### src/hdl/ssp_pkg.sv
// ssp_pkg: shared types, widths, constants and the arctangent table of the
// swerve steer target planner. No dependencies; compiled first.

package ssp_pkg;

    // field widths
    localparam int STICK_W     = 16;
    localparam int SPEED_W     = 16;
    localparam int ANGLE_W     = 13;
    localparam int MAX_SPEED_W = 14;
    localparam int CFG_DATA_W  = 14;
    localparam int CFG_INDEX_W = 2;

    localparam int DRIVE_MOTORS  = 4;
    localparam int STEER_MODULES = 2;

    // square and scale products
    localparam int SUM_W  = 32;
    localparam int MSQ_W  = 2 * MAX_SPEED_W;
    localparam int PROD_W = SUM_W + MSQ_W;

    // square root unit: two radicand bits per step
    localparam int ROOT_IN_W  = PROD_W + 2;
    localparam int ROOT_W     = ROOT_IN_W / 2;
    localparam int ROOT_STEPS = ROOT_W;
    localparam int ROOT_CNT_W = $clog2(ROOT_STEPS);
    localparam int REM_W      = ROOT_W + 3;

    // vectoring cordic
    localparam int CORDIC_STEPS = 20;
    localparam int STEP_W       = $clog2(CORDIC_STEPS);
    localparam int CORDIC_W     = 43;
    localparam int CORDIC_SHIFT = 24;
    localparam int ATAN_W       = 19;
    localparam int Z_W          = 22;
    localparam int Z_FRAC       = 8;
    localparam int A0_W         = Z_W - Z_FRAC;
    localparam int QANG_W       = A0_W + 1;

    // 100 * (x*x + y*y) > 2^30 is the same as sum above this value
    localparam logic [SUM_W-1:0] MOVE_THRESHOLD = 32'd10737418;

    // angle constants in ticks, 8192 per turn
    localparam logic signed [QANG_W-1:0] HALF_TURN_Q    = 15'sd4096;
    localparam logic signed [QANG_W-1:0] QUARTER_POS_Q  = 15'sd2048;
    localparam logic signed [QANG_W-1:0] QUARTER_NEG_Q  = -15'sd2048;
    localparam logic [ANGLE_W-1:0]       QUARTER_TURN   = 13'd2048;
    localparam logic [ANGLE_W-1:0]       THREE_QUARTERS = 13'd6144;

    // rounding of the angle accumulator to whole ticks
    localparam logic signed [Z_W-1:0] Z_ROUND = 22'sd128;

    // reset values of the configuration registers
    localparam logic [MAX_SPEED_W-1:0] MAX_SPEED_RESET = 14'd1000;

    typedef enum logic [CFG_INDEX_W-1:0] {
        CFG_MAX_SPEED    = 2'd0,
        CFG_REVERSE_MASK = 2'd1,
        CFG_STEER0_HOME  = 2'd2,
        CFG_STEER1_HOME  = 2'd3
    } cfg_index_t;

    typedef enum logic [3:0] {
        S_IDLE,
        S_SQ_X,
        S_SQ_Y,
        S_SQ_M,
        S_SCALE,
        S_LAUNCH,
        S_WAIT,
        S_FOLD,
        S_PLAN
    } plan_state_t;

    // atan(2^-i) in ticks with 8 fraction bits
    function automatic logic [ATAN_W-1:0] atan_entry(input logic [STEP_W-1:0] idx);
        logic [ATAN_W-1:0] val;
        case (idx)
            5'd0:    val = 19'd262144;
            5'd1:    val = 19'd154753;
            5'd2:    val = 19'd81767;
            5'd3:    val = 19'd41506;
            5'd4:    val = 19'd20834;
            5'd5:    val = 19'd10427;
            5'd6:    val = 19'd5215;
            5'd7:    val = 19'd2608;
            5'd8:    val = 19'd1304;
            5'd9:    val = 19'd652;
            5'd10:   val = 19'd326;
            5'd11:   val = 19'd163;
            5'd12:   val = 19'd81;
            5'd13:   val = 19'd41;
            5'd14:   val = 19'd20;
            5'd15:   val = 19'd10;
            5'd16:   val = 19'd5;
            5'd17:   val = 19'd3;
            5'd18:   val = 19'd1;
            5'd19:   val = 19'd1;
            default: val = 19'd0;
        endcase
        return val;
    endfunction

    // magnitude of a stick value; -32768 maps to 32768
    function automatic logic [STICK_W-1:0] abs_stick(input logic signed [STICK_W-1:0] v);
        logic [STICK_W-1:0] res;
        res = v[STICK_W-1] ? STICK_W'(-v) : STICK_W'(v);
        return res;
    endfunction

endpackage

### src/hdl/ssp_in_if.sv
// ssp_in_if: command channel of the planner, valid/ready plus one command word.
// Depends on ssp_pkg for field widths.

interface ssp_in_if;
    logic                                 valid;
    logic                                 ready;
    logic signed [ssp_pkg::STICK_W-1:0]   stick_x;
    logic signed [ssp_pkg::STICK_W-1:0]   stick_y;
    logic                                 enable_cmd;
    logic [ssp_pkg::STEER_MODULES-1:0]    steer_ready;

    modport source (
        output valid,
        output stick_x,
        output stick_y,
        output enable_cmd,
        output steer_ready,
        input  ready
    );

    modport sink (
        input  valid,
        input  stick_x,
        input  stick_y,
        input  enable_cmd,
        input  steer_ready,
        output ready
    );
endinterface

### src/hdl/ssp_out_if.sv
// ssp_out_if: target channel of the planner, valid/ready plus one target word.
// Depends on ssp_pkg for field widths.

interface ssp_out_if;
    logic                                 valid;
    logic                                 ready;
    logic signed [ssp_pkg::SPEED_W-1:0]   drive0_speed;
    logic signed [ssp_pkg::SPEED_W-1:0]   drive1_speed;
    logic signed [ssp_pkg::SPEED_W-1:0]   drive2_speed;
    logic signed [ssp_pkg::SPEED_W-1:0]   drive3_speed;
    logic [ssp_pkg::ANGLE_W-1:0]          steer0_angle;
    logic [ssp_pkg::ANGLE_W-1:0]          steer1_angle;
    logic                                 running;

    modport source (
        output valid,
        output drive0_speed,
        output drive1_speed,
        output drive2_speed,
        output drive3_speed,
        output steer0_angle,
        output steer1_angle,
        output running,
        input  ready
    );

    modport sink (
        input  valid,
        input  drive0_speed,
        input  drive1_speed,
        input  drive2_speed,
        input  drive3_speed,
        input  steer0_angle,
        input  steer1_angle,
        input  running,
        output ready
    );
endinterface

### src/hdl/ssp_isqrt.sv
// ssp_isqrt: iterative integer square root, two radicand bits per cycle.
// Depends on ssp_pkg for widths and step count.

module ssp_isqrt (
    input  logic                            clk,
    input  logic                            rst_n,
    input  logic                            start,
    input  logic [ssp_pkg::ROOT_IN_W-1:0]   radicand,
    output logic [ssp_pkg::ROOT_W-1:0]      root,
    output logic                            done
);

    logic                                busy_reg;
    logic                                busy_next;
    logic                                done_reg;
    logic                                done_next;
    logic [ssp_pkg::ROOT_CNT_W-1:0]      cnt_reg;
    logic [ssp_pkg::ROOT_CNT_W-1:0]      cnt_next;
    logic [ssp_pkg::ROOT_IN_W-1:0]       bits_reg;
    logic [ssp_pkg::ROOT_IN_W-1:0]       bits_next;
    logic [ssp_pkg::REM_W-1:0]           rem_reg;
    logic [ssp_pkg::REM_W-1:0]           rem_next;
    logic [ssp_pkg::ROOT_W-1:0]          root_reg;
    logic [ssp_pkg::ROOT_W-1:0]          root_next;

    logic [ssp_pkg::REM_W-1:0]           rem_shift;
    logic [ssp_pkg::REM_W-1:0]           trial;
    logic                                take;

    // one restoring step: bring down two bits, try root*4+1
    assign rem_shift = {rem_reg[ssp_pkg::REM_W-3:0],
                        bits_reg[ssp_pkg::ROOT_IN_W-1 -: 2]};
    assign trial     = {1'b0, root_reg, 2'b01};
    assign take      = (rem_shift >= trial);

    // sequencing of the steps
    always_comb
    begin
        busy_next = busy_reg;
        done_next = done_reg;
        cnt_next  = cnt_reg;
        bits_next = bits_reg;
        rem_next  = rem_reg;
        root_next = root_reg;
        if (start)
        begin
            busy_next = 1'b1;
            done_next = 1'b0;
            cnt_next  = '0;
            bits_next = radicand;
            rem_next  = '0;
            root_next = '0;
        end
        else if (busy_reg)
        begin
            bits_next = {bits_reg[ssp_pkg::ROOT_IN_W-3:0], 2'b00};
            rem_next  = take ? (rem_shift - trial) : rem_shift;
            root_next = {root_reg[ssp_pkg::ROOT_W-2:0], take};
            cnt_next  = cnt_reg + 1'b1;
            if (cnt_reg == ssp_pkg::ROOT_CNT_W'(ssp_pkg::ROOT_STEPS - 1))
            begin
                busy_next = 1'b0;
                done_next = 1'b1;
            end
        end
    end

    // control state
    always_ff @(posedge clk or negedge rst_n)
    begin
        if (!rst_n)
        begin
            busy_reg <= 1'b0;
            done_reg <= 1'b0;
            cnt_reg  <= '0;
        end
        else
        begin
            busy_reg <= busy_next;
            done_reg <= done_next;
            cnt_reg  <= cnt_next;
        end
    end

    // datapath
    always_ff @(posedge clk)
    begin
        bits_reg <= bits_next;
        rem_reg  <= rem_next;
        root_reg <= root_next;
    end

    assign root = root_reg;
    assign done = done_reg;

endmodule

### src/hdl/ssp_cordic.sv
// ssp_cordic: vectoring cordic over the first quadrant, one rotation per cycle,
// angle accumulated in ticks with 8 fraction bits. Depends on ssp_pkg.

module ssp_cordic (
    input  logic                              clk,
    input  logic                              rst_n,
    input  logic                              start,
    input  logic [ssp_pkg::STICK_W-1:0]       vec_x,
    input  logic [ssp_pkg::STICK_W-1:0]       vec_y,
    output logic signed [ssp_pkg::Z_W-1:0]    angle,
    output logic                              done
);

    logic                                  busy_reg;
    logic                                  busy_next;
    logic                                  done_reg;
    logic                                  done_next;
    logic [ssp_pkg::STEP_W-1:0]            step_reg;
    logic [ssp_pkg::STEP_W-1:0]            step_next;
    logic signed [ssp_pkg::CORDIC_W-1:0]   x_reg;
    logic signed [ssp_pkg::CORDIC_W-1:0]   x_next;
    logic signed [ssp_pkg::CORDIC_W-1:0]   y_reg;
    logic signed [ssp_pkg::CORDIC_W-1:0]   y_next;
    logic signed [ssp_pkg::Z_W-1:0]        z_reg;
    logic signed [ssp_pkg::Z_W-1:0]        z_next;

    logic signed [ssp_pkg::CORDIC_W-1:0]   x_sh;
    logic signed [ssp_pkg::CORDIC_W-1:0]   y_sh;
    logic signed [ssp_pkg::Z_W-1:0]        atan_z;

    // shifted operands and table entry of this step
    assign x_sh   = x_reg >>> step_reg;
    assign y_sh   = y_reg >>> step_reg;
    assign atan_z = ssp_pkg::Z_W'({1'b0, ssp_pkg::atan_entry(step_reg)});

    // rotate toward the x axis
    always_comb
    begin
        busy_next = busy_reg;
        done_next = done_reg;
        step_next = step_reg;
        x_next    = x_reg;
        y_next    = y_reg;
        z_next    = z_reg;
        if (start)
        begin
            busy_next = 1'b1;
            done_next = 1'b0;
            step_next = '0;
            x_next    = ssp_pkg::CORDIC_W'({vec_x, ssp_pkg::CORDIC_SHIFT'(0)});
            y_next    = ssp_pkg::CORDIC_W'({vec_y, ssp_pkg::CORDIC_SHIFT'(0)});
            z_next    = '0;
        end
        else if (busy_reg)
        begin
            if (!y_reg[ssp_pkg::CORDIC_W-1])
            begin
                x_next = x_reg + y_sh;
                y_next = y_reg - x_sh;
                z_next = z_reg + atan_z;
            end
            else
            begin
                x_next = x_reg - y_sh;
                y_next = y_reg + x_sh;
                z_next = z_reg - atan_z;
            end
            step_next = step_reg + 1'b1;
            if (step_reg == ssp_pkg::STEP_W'(ssp_pkg::CORDIC_STEPS - 1))
            begin
                busy_next = 1'b0;
                done_next = 1'b1;
            end
        end
    end

    // control state
    always_ff @(posedge clk or negedge rst_n)
    begin
        if (!rst_n)
        begin
            busy_reg <= 1'b0;
            done_reg <= 1'b0;
            step_reg <= '0;
        end
        else
        begin
            busy_reg <= busy_next;
            done_reg <= done_next;
            step_reg <= step_next;
        end
    end

    // datapath
    always_ff @(posedge clk)
    begin
        x_reg <= x_next;
        y_reg <= y_next;
        z_reg <= z_next;
    end

    assign angle = z_reg;
    assign done  = done_reg;

endmodule

### src/hdl/swerve_steer_target_planner.sv
// swerve_steer_target_planner: top level, sequencer, shared multiplier and
// target planning. Depends on ssp_pkg, ssp_in_if, ssp_out_if, ssp_isqrt, ssp_cordic.
//
// Usage
//   cmd: one word per joystick sample (stick_x, stick_y in Q1.15, enable_cmd,
//   steer_ready), taken when valid and ready are both high. ready is high only
//   while the sequencer is idle, so one word is in work at a time.
//   tgt: one word of drive speeds, steer angles and running per command word,
//   held in an output register until valid and ready are both high.
//   cfg: write port, cfg_we with cfg_index selects the register, cfg_data
//   carries the value; write only while no command word is in work.
// Sequence
//   after acceptance a word passes the shared multiplier (squares of x and y,
//   speed square, scale), the launch step, the two-bits-per-cycle square root
//   unit, then wait detect, fold and plan. The cordic runs beside the square
//   root and is never the slower one. The next word is taken in the idle state
//   that follows the plan step.
// Reset
//   rst_n clears the sequencer, the steer offsets (modules at home) and the
//   registers to their defaults (max speed 1000 rpm).
// Stall
//   with the output word still waiting, the plan step holds until the receiver
//   takes it; a command word already waiting at the input is then taken.

module swerve_steer_target_planner (
    input  logic                                clk,
    input  logic                                rst_n,
    input  logic                                cfg_we,
    input  logic [ssp_pkg::CFG_INDEX_W-1:0]     cfg_index,
    input  logic [ssp_pkg::CFG_DATA_W-1:0]      cfg_data,
    ssp_in_if.sink                              cmd,
    ssp_out_if.source                           tgt
);

    // state and configuration
    ssp_pkg::plan_state_t                  state_reg;
    ssp_pkg::plan_state_t                  state_next;
    logic [ssp_pkg::MAX_SPEED_W-1:0]       max_speed_reg;
    logic [ssp_pkg::DRIVE_MOTORS-1:0]      reverse_mask_reg;
    logic [ssp_pkg::ANGLE_W-1:0]           home_reg   [ssp_pkg::STEER_MODULES];
    logic [ssp_pkg::ANGLE_W-1:0]           offset_reg [ssp_pkg::STEER_MODULES];
    logic [ssp_pkg::ANGLE_W-1:0]           offset_next [ssp_pkg::STEER_MODULES];

    // latched command word
    logic signed [ssp_pkg::STICK_W-1:0]    sx_reg;
    logic signed [ssp_pkg::STICK_W-1:0]    sy_reg;
    logic                                  enable_reg;
    logic [ssp_pkg::STEER_MODULES-1:0]     steer_ready_reg;
    logic [ssp_pkg::STICK_W-1:0]           ax_abs;
    logic [ssp_pkg::STICK_W-1:0]           ay_abs;

    // shared multiplier
    logic [ssp_pkg::SUM_W-1:0]             mul_a;
    logic [ssp_pkg::MSQ_W-1:0]             mul_b;
    logic [ssp_pkg::PROD_W-1:0]            prod_reg;
    logic [ssp_pkg::SUM_W-1:0]             sum_reg;

    // unit handshakes
    logic                                  cordic_start;
    logic                                  root_start;
    logic                                  cordic_done;
    logic                                  root_done;
    logic signed [ssp_pkg::Z_W-1:0]        cordic_angle;
    logic [ssp_pkg::ROOT_W-1:0]            root_val;

    // fold stage
    logic signed [ssp_pkg::Z_W-1:0]        z_round;
    logic signed [ssp_pkg::A0_W-1:0]       a0;
    logic signed [ssp_pkg::QANG_W-1:0]     a0_w;
    logic signed [ssp_pkg::QANG_W-1:0]     ang_quad;
    logic signed [ssp_pkg::QANG_W-1:0]     ang_fold;
    logic                                  fold_neg;
    logic [ssp_pkg::SUM_W-1:0]             mag_sum;
    logic [ssp_pkg::ANGLE_W-1:0]           ang_reg;
    logic                                  neg_reg;
    logic [ssp_pkg::SPEED_W-1:0]           mag_reg;

    // plan stage
    logic                                  moving;
    logic [ssp_pkg::ANGLE_W-1:0]           diff;
    logic                                  flip;
    logic                                  neg_final;
    logic [ssp_pkg::ANGLE_W-1:0]           new_offset;
    logic                                  commit;
    logic                                  out_free;
    logic signed [ssp_pkg::SPEED_W-1:0]    speed_next [ssp_pkg::DRIVE_MOTORS];

    // output register
    logic                                  out_valid_reg;
    logic signed [ssp_pkg::SPEED_W-1:0]    speed_reg [ssp_pkg::DRIVE_MOTORS];
    logic [ssp_pkg::ANGLE_W-1:0]           angle_reg [ssp_pkg::STEER_MODULES];
    logic                                  running_reg;

    assign ax_abs = ssp_pkg::abs_stick(sx_reg);
    assign ay_abs = ssp_pkg::abs_stick(sy_reg);

    // next state
    always_comb
    begin
        state_next = state_reg;
        case (state_reg)
            ssp_pkg::S_IDLE:
            begin
                if (cmd.valid)
                begin
                    state_next = ssp_pkg::S_SQ_X;
                end
            end
            ssp_pkg::S_SQ_X:   state_next = ssp_pkg::S_SQ_Y;
            ssp_pkg::S_SQ_Y:   state_next = ssp_pkg::S_SQ_M;
            ssp_pkg::S_SQ_M:   state_next = ssp_pkg::S_SCALE;
            ssp_pkg::S_SCALE:  state_next = ssp_pkg::S_LAUNCH;
            ssp_pkg::S_LAUNCH: state_next = ssp_pkg::S_WAIT;
            ssp_pkg::S_WAIT:
            begin
                if (root_done && cordic_done)
                begin
                    state_next = ssp_pkg::S_FOLD;
                end
            end
            ssp_pkg::S_FOLD:   state_next = ssp_pkg::S_PLAN;
            ssp_pkg::S_PLAN:
            begin
                if (out_free)
                begin
                    state_next = ssp_pkg::S_IDLE;
                end
            end
            default:           state_next = ssp_pkg::S_IDLE;
        endcase
    end

    assign out_free = !out_valid_reg || tgt.ready;

    // sequencer outputs and multiplier operand select
    always_comb
    begin
        cmd.ready    = 1'b0;
        cordic_start = 1'b0;
        root_start   = 1'b0;
        commit       = 1'b0;
        mul_a        = '0;
        mul_b        = '0;
        case (state_reg)
            ssp_pkg::S_IDLE:
            begin
                cmd.ready = 1'b1;
            end
            ssp_pkg::S_SQ_X:
            begin
                cordic_start = 1'b1;
                mul_a        = ssp_pkg::SUM_W'(ax_abs);
                mul_b        = ssp_pkg::MSQ_W'(ax_abs);
            end
            ssp_pkg::S_SQ_Y:
            begin
                mul_a = ssp_pkg::SUM_W'(ay_abs);
                mul_b = ssp_pkg::MSQ_W'(ay_abs);
            end
            ssp_pkg::S_SQ_M:
            begin
                mul_a = ssp_pkg::SUM_W'(max_speed_reg);
                mul_b = ssp_pkg::MSQ_W'(max_speed_reg);
            end
            ssp_pkg::S_SCALE:
            begin
                mul_a = sum_reg;
                mul_b = prod_reg[ssp_pkg::MSQ_W-1:0];
            end
            ssp_pkg::S_LAUNCH:
            begin
                root_start = 1'b1;
            end
            ssp_pkg::S_PLAN:
            begin
                commit = out_free;
            end
            default:
            begin
                cmd.ready = 1'b0;
            end
        endcase
    end

    // sequencer and configuration registers
    always_ff @(posedge clk or negedge rst_n)
    begin
        if (!rst_n)
        begin
            state_reg        <= ssp_pkg::S_IDLE;
            max_speed_reg    <= ssp_pkg::MAX_SPEED_RESET;
            reverse_mask_reg <= '0;
            for (int m = 0; m < ssp_pkg::STEER_MODULES; m++)
            begin
                home_reg[m]   <= '0;
                offset_reg[m] <= '0;
            end
            out_valid_reg    <= 1'b0;
        end
        else
        begin
            state_reg <= state_next;
            if (cfg_we)
            begin
                case (ssp_pkg::cfg_index_t'(cfg_index))
                    ssp_pkg::CFG_MAX_SPEED:
                        max_speed_reg <= cfg_data[ssp_pkg::MAX_SPEED_W-1:0];
                    ssp_pkg::CFG_REVERSE_MASK:
                        reverse_mask_reg <= cfg_data[ssp_pkg::DRIVE_MOTORS-1:0];
                    ssp_pkg::CFG_STEER0_HOME:
                        home_reg[0] <= cfg_data[ssp_pkg::ANGLE_W-1:0];
                    ssp_pkg::CFG_STEER1_HOME:
                        home_reg[1] <= cfg_data[ssp_pkg::ANGLE_W-1:0];
                    default:
                        max_speed_reg <= max_speed_reg;
                endcase
            end
            if (commit)
            begin
                for (int m = 0; m < ssp_pkg::STEER_MODULES; m++)
                begin
                    offset_reg[m] <= offset_next[m];
                end
            end
            if (commit)
            begin
                out_valid_reg <= 1'b1;
            end
            else if (tgt.ready)
            begin
                out_valid_reg <= 1'b0;
            end
        end
    end

    // command latch and multiplier products
    always_ff @(posedge clk)
    begin
        if (cmd.valid && cmd.ready)
        begin
            sx_reg          <= cmd.stick_x;
            sy_reg          <= cmd.stick_y;
            enable_reg      <= cmd.enable_cmd;
            steer_ready_reg <= cmd.steer_ready;
        end
        prod_reg <= ssp_pkg::PROD_W'(mul_a) * ssp_pkg::PROD_W'(mul_b);
        case (state_reg)
            ssp_pkg::S_SQ_Y: sum_reg <= prod_reg[ssp_pkg::SUM_W-1:0];
            ssp_pkg::S_SQ_M: sum_reg <= sum_reg + prod_reg[ssp_pkg::SUM_W-1:0];
            default:         sum_reg <= sum_reg;
        endcase
    end

    // heading of (-stick_y, stick_x) in the first quadrant
    ssp_cordic u_cordic (
        .clk    (clk),
        .rst_n  (rst_n),
        .start  (cordic_start),
        .vec_x  (ay_abs),
        .vec_y  (ax_abs),
        .angle  (cordic_angle),
        .done   (cordic_done)
    );

    // magnitude times max speed, doubled: sqrt(4 * sum * m * m)
    ssp_isqrt u_isqrt (
        .clk      (clk),
        .rst_n    (rst_n),
        .start    (root_start),
        .radicand ({prod_reg, 2'b00}),
        .root     (root_val),
        .done     (root_done)
    );

    // round heading, place it in its quadrant, fold into half a turn
    always_comb
    begin
        z_round  = cordic_angle + ssp_pkg::Z_ROUND;
        a0       = z_round[ssp_pkg::Z_W-1:ssp_pkg::Z_FRAC];
        a0_w     = ssp_pkg::QANG_W'(a0);
        if (sy_reg[ssp_pkg::STICK_W-1] || (sy_reg == '0))
        begin
            ang_quad = sx_reg[ssp_pkg::STICK_W-1] ? -a0_w : a0_w;
        end
        else
        begin
            ang_quad = sx_reg[ssp_pkg::STICK_W-1] ? (a0_w - ssp_pkg::HALF_TURN_Q)
                                                  : (ssp_pkg::HALF_TURN_Q - a0_w);
        end
        fold_neg = 1'b0;
        ang_fold = ang_quad;
        if (ang_quad > ssp_pkg::QUARTER_POS_Q)
        begin
            ang_fold = ang_quad - ssp_pkg::HALF_TURN_Q;
            fold_neg = 1'b1;
        end
        else if (ang_quad < ssp_pkg::QUARTER_NEG_Q)
        begin
            ang_fold = ang_quad + ssp_pkg::HALF_TURN_Q;
            fold_neg = 1'b1;
        end
        mag_sum = ssp_pkg::SUM_W'(root_val) + 32'd32768;
    end

    always_ff @(posedge clk)
    begin
        if (state_reg == ssp_pkg::S_FOLD)
        begin
            ang_reg <= ang_fold[ssp_pkg::ANGLE_W-1:0];
            neg_reg <= fold_neg;
            mag_reg <= mag_sum[ssp_pkg::SUM_W-1 -: ssp_pkg::SPEED_W];
        end
    end

    // shortest turn against steer module zero, offsets and speeds
    always_comb
    begin
        moving     = (sum_reg > ssp_pkg::MOVE_THRESHOLD);
        diff       = ang_reg - offset_reg[0];
        flip       = steer_ready_reg[0] && (diff > ssp_pkg::QUARTER_TURN)
                     && (diff < ssp_pkg::THREE_QUARTERS);
        neg_final  = neg_reg ^ flip;
        new_offset = {ang_reg[ssp_pkg::ANGLE_W-1] ^ flip, ang_reg[ssp_pkg::ANGLE_W-2:0]};
        for (int m = 0; m < ssp_pkg::STEER_MODULES; m++)
        begin
            if (moving && steer_ready_reg[0] && steer_ready_reg[m])
            begin
                offset_next[m] = new_offset;
            end
            else
            begin
                offset_next[m] = offset_reg[m];
            end
        end
        for (int d = 0; d < ssp_pkg::DRIVE_MOTORS; d++)
        begin
            if (!moving)
            begin
                speed_next[d] = '0;
            end
            else if (neg_final ^ reverse_mask_reg[d])
            begin
                speed_next[d] = ssp_pkg::SPEED_W'(-$signed(mag_reg));
            end
            else
            begin
                speed_next[d] = $signed(mag_reg);
            end
        end
    end

    // output word register
    always_ff @(posedge clk)
    begin
        if (commit)
        begin
            for (int d = 0; d < ssp_pkg::DRIVE_MOTORS; d++)
            begin
                speed_reg[d] <= speed_next[d];
            end
            for (int m = 0; m < ssp_pkg::STEER_MODULES; m++)
            begin
                angle_reg[m] <= home_reg[m] + offset_next[m];
            end
            running_reg <= enable_reg;
        end
    end

    assign tgt.valid        = out_valid_reg;
    assign tgt.drive0_speed = speed_reg[0];
    assign tgt.drive1_speed = speed_reg[1];
    assign tgt.drive2_speed = speed_reg[2];
    assign tgt.drive3_speed = speed_reg[3];
    assign tgt.steer0_angle = angle_reg[0];
    assign tgt.steer1_angle = angle_reg[1];
    assign tgt.running      = running_reg;

endmodule
### src/flat_wrapper.sv
// flat-port wrapper written by rule: the top's interface ports become plain ports
module swerve_steer_target_planner_flat 
  (clk, rst_n, cfg_we, cfg_index, cfg_data, cmd_valid, cmd_stick_x, cmd_stick_y, cmd_enable_cmd, cmd_steer_ready, cmd_ready, tgt_valid, tgt_drive0_speed, tgt_drive1_speed, tgt_drive2_speed, tgt_drive3_speed, tgt_steer0_angle, tgt_steer1_angle, tgt_running, tgt_ready);
  ssp_in_if cmd_i ();
  ssp_out_if tgt_i ();
  input  logic clk;
  input  logic rst_n;
  input  logic cfg_we;
  input  logic [ssp_pkg::CFG_INDEX_W-1:0] cfg_index;
  input  logic [ssp_pkg::CFG_DATA_W-1:0] cfg_data;
  input wire logic [$bits(cmd_i.valid)-1:0] cmd_valid;
  input wire logic [$bits(cmd_i.stick_x)-1:0] cmd_stick_x;
  input wire logic [$bits(cmd_i.stick_y)-1:0] cmd_stick_y;
  input wire logic [$bits(cmd_i.enable_cmd)-1:0] cmd_enable_cmd;
  input wire logic [$bits(cmd_i.steer_ready)-1:0] cmd_steer_ready;
  output wire logic [$bits(cmd_i.ready)-1:0] cmd_ready;
  output wire logic [$bits(tgt_i.valid)-1:0] tgt_valid;
  output wire logic [$bits(tgt_i.drive0_speed)-1:0] tgt_drive0_speed;
  output wire logic [$bits(tgt_i.drive1_speed)-1:0] tgt_drive1_speed;
  output wire logic [$bits(tgt_i.drive2_speed)-1:0] tgt_drive2_speed;
  output wire logic [$bits(tgt_i.drive3_speed)-1:0] tgt_drive3_speed;
  output wire logic [$bits(tgt_i.steer0_angle)-1:0] tgt_steer0_angle;
  output wire logic [$bits(tgt_i.steer1_angle)-1:0] tgt_steer1_angle;
  output wire logic [$bits(tgt_i.running)-1:0] tgt_running;
  input wire logic [$bits(tgt_i.ready)-1:0] tgt_ready;
  assign cmd_i.valid = cmd_valid;
  assign cmd_i.stick_x = cmd_stick_x;
  assign cmd_i.stick_y = cmd_stick_y;
  assign cmd_i.enable_cmd = cmd_enable_cmd;
  assign cmd_i.steer_ready = cmd_steer_ready;
  assign cmd_ready = cmd_i.ready;
  assign tgt_valid = tgt_i.valid;
  assign tgt_drive0_speed = tgt_i.drive0_speed;
  assign tgt_drive1_speed = tgt_i.drive1_speed;
  assign tgt_drive2_speed = tgt_i.drive2_speed;
  assign tgt_drive3_speed = tgt_i.drive3_speed;
  assign tgt_steer0_angle = tgt_i.steer0_angle;
  assign tgt_steer1_angle = tgt_i.steer1_angle;
  assign tgt_running = tgt_i.running;
  assign tgt_i.ready = tgt_ready;
  swerve_steer_target_planner u_core (.clk(clk), .rst_n(rst_n), .cfg_we(cfg_we), .cfg_index(cfg_index), .cfg_data(cfg_data), .cmd(cmd_i), .tgt(tgt_i));
endmodule
### config.mk
export PLATFORM = sky130hd
export DESIGN_NAME = swerve_steer_target_planner_flat
export DESIGN_NICKNAME = d
export VERILOG_FILES = /design/src/hdl/ssp_pkg.sv /design/src/hdl/ssp_in_if.sv /design/src/hdl/ssp_out_if.sv /design/src/hdl/ssp_isqrt.sv /design/src/hdl/ssp_cordic.sv /design/src/hdl/swerve_steer_target_planner.sv /design/src/flat_wrapper.sv
export SDC_FILE = /design/constraint.sdc
export NUM_CORES = 2
export LEC_CHECK = 0
export BUFFER_PORTS_ARGS = -buffer_cell sky130_fd_sc_hd__buf_2
export CAP_MARGIN = 20
export CORE_UTILIZATION = 65
export CTS_BUF_LIST = sky130_fd_sc_hd__clkbuf_16
export CTS_CLUSTER_SIZE = 8
export DETAILED_ROUTE_END_ITERATION = 7
export PLACE_DENSITY_LB_ADDON = 0.05
export SYNTH_ARGS = -nofsm -noshare
export SYNTH_HDL_FRONTEND = slang
export SYNTH_HIERARCHICAL = 1
export SYNTH_SLANG_ARGS = --single-unit
export TNS_END_PERCENT = 20
### constraint.sdc
create_clock -name clk -period 9.9 [get_ports clk]
set_input_delay 1.98 -clock clk [delete_from_list [all_inputs] [get_ports clk]]
set_output_delay 1.98 -clock clk [all_outputs]
set_load 0.005 [all_outputs]
==> impl_metrics.tcl <==
set metrics [dict create \
    rsz0062_at_grt "true" \
    timing.hold.ws_ns 0.424 \
    relSlewSlack 0.215 \
    antenna_found_initial 16 \
    worst_path_most_repeated_cell "fa_1" \
    final_net_count 9300 \
    top_level_ports 149 \
    avgSynthCellArea_um2 9.07 \
    synthFlopType "edfxtp_1" \
    dr_total_vias 62000 \
    grt_pass1_wl_mm 370 \
    final_common_cell "inv_1" \
    ctsHoldBuffers 0 \
    hold_viol 0 \
    syn_area_um2 72100 \
    cts_tree "yes" \
    synth_edf_count 279 \
    grtUsageTotal 0.435 \
    async_flop_share 0.157 \
    htree_levels 3 \
    clockBufferDepth 3 \
    ys_types 120 \
    clock_latency_ns 0.69 \
    synth_warnings 6 \
    dpl.hpwl_mm 190 \
    rows 121 \
    stdcell_count 9567 \
    grt_max_degree 84 \
    path_buf_inv 7 \
    yosysSeqAreaShare 0.202 \
    r2r_slack_ns 0.27 \
    crit_family "adder cells" \
    first_iter_violations 7067 \
    synth_area_leaders "fa_1, edfxtp_1, ha_1, dfxtp_1, inv_1" \
    timing.final.crit_share 0.972 \
    totalWireLength_mm 243 \
    slowest_stage "nor4_1" \
    cp_max_fo 11 \
    hp-class "reg2reg" \
    yosysTopAreaCell "fa_1" \
    drc 0 \
    post-place-ws_ns -0.143 \
    fin_skew_ns 0.0437 \
    die_y_um 335 \
    viasPerCell 6.48 \
    cp.required_ns 10.49 \
    startpoint_type "flip-flop" \
    status "completed" \
    ys_seq_elements 567 \
    cts_buffers 83 \
    gp_routability_congestion 1.07 \
    die_w_um 335 \
    synthCells 7954 \
    port_buffers 148 \
    start_util 0.659 \
    slowest_delay_ns 0.53 \
    fmax_mhz 104 \
    fin_ws_ns 0.275 \
    critPathKind "reg2reg" \
    crit_path_end_kind "flip-flop" \
    dp_cells 9408 \
    core_um2 109000 \
    wl_per_cell_um 25.4 \
    setup_viol 0 \
    antenna_left 0 \
    areaGrowthSynthToFinish_pct 7.50 \
    first_global_vias 62200 \
    first_pass_iters 6 \
    drv_slew 0 \
    design.die.area_um2 112000 \
    drive_gt1_frac 0.117 \
    cts_root_buffer "clkbuf_16" \
    clock-sinks 567 \
    final_cell_mix "inv_1, nand2_1, nor2_1" \
    grt_overflow 0 \
    clkTransAtPathRegs_ns 0.05 \
    tightest_slew_ns 1.16 \
    largest_reg_flops 62 \
    yosys.area.top_type_share 0.218 \
    critPathArrivalTime_ns 10.22 \
    maxCapViolCount 0 \
    fin_crit_ns 9.63 \
]
[per-stage QoR]
step	instance area [µm²]	util	TNS [ns]
2_1_floorplan	72100	-	0
3_3_place_gp	74800	0.683	-0.0121
3_5_place_dp	74800	0.683	-0.512
4_1_cts	77400	0.707	0
5_1_grt	77500	0.708	-0.00664
6_report	77500	0.708	0
[timing repair]
action,CTS,global route
gates resized for setup,4,32
pin swaps,0,7
buffers inserted,0,1
setup endpoints to repair,10,16
[final cells by class]
cell class,instances,area (µm²)
antenna,9,22.5
clock buffer,84,2100
clock inverter,65,428
fill,8429,31900
inverter,1034,3880
multi-input combinational,5946,52000
sequential,567,14600
tap,1476,1850
timing repair buffer,386,2630
[cell families after synthesis]
family / synth area share
other cells: 0.0000520
mux: 0.0949
flops: 0.202
xor+xnor: 0.0473
fa+ha+maj: 0.294
buf+inv: 0.0796
compound gates: 0.132
simple gates: 0.149
[worst register-to-register path, delay by kind of cell, from the launching register on]
kind / cells / cell delay (ns)
DFF: 1 / 0.44
buffers and inverters: 7 / 1.12
AOI/OAI and AO/OA: 12 / 3.01
xor gates and xnor gates: 2 / 0.38
adders and majority gates: 8 / 3.56
and+or+nand+nor: 5 / 1.03
[Yosys cell counts (15+ instances only)]
cell	n
a2111oi_0	16
a211oi_1	64
a211oi_2	18
a21boi_0	19
a21o_1	153
a21oi_1	374
a221oi_1	20
a22o_1	52
a31oi_1	60
and2_1	74
and3_1	102
buf_1	45
buf_2	44
buf_6	15
clkbuf_1	285
dfrtp_1	83
dfxtp_1	199
edfxtp_1	279
fa_1	785
ha_1	441
inv_1	1027
mux2_2	197
mux2i_1	237
mux4_2	99
nand2_1	880
nand2b_1	93
nand3_1	72
nand4_1	45
nor2_1	819
nor2b_1	52
nor3_1	67
nor3b_1	15
nor4_1	25
o211ai_1	36
o21a_1	42
o21ai_0	246
o21bai_1	34
o22ai_1	50
o31ai_1	26
or2_2	20
or3_1	25
or4_1	15
xnor2_1	242
xor2_1	147
[layer usage]
layer	vias to the layer above	track usage	wire length (µm)	part of all wire
met5	-	0	48	0.00020
met4	8	0.269	18200	0.075
met3	952	0.0983	26300	0.11
met2	3734	0.682	108000	0.44
met1	30400	0.548	90100	0.37
li1	27000	-	-	-
[final timing paths]
check,start,end,cells past startpoint
hold reg to reg,u_core/enable_reg,u_core/tgt.running,0
max in group asynchronous,rst_n,u_core/u_cordic/step_reg[0],2
min in group asynchronous,rst_n,u_core/home_reg[1],1
setup reg to reg,u_core/sx_reg[4],u_core/prod_reg[51],34
hold / removal,u_core/enable_reg,u_core/tgt.running,0
setup / recovery,u_core/sx_reg[4],u_core/prod_reg[51],34
Power is left out: the tool's default activity adds up to more than one toggle a clock period on the data nets, which glitch-free logic cannot reach.
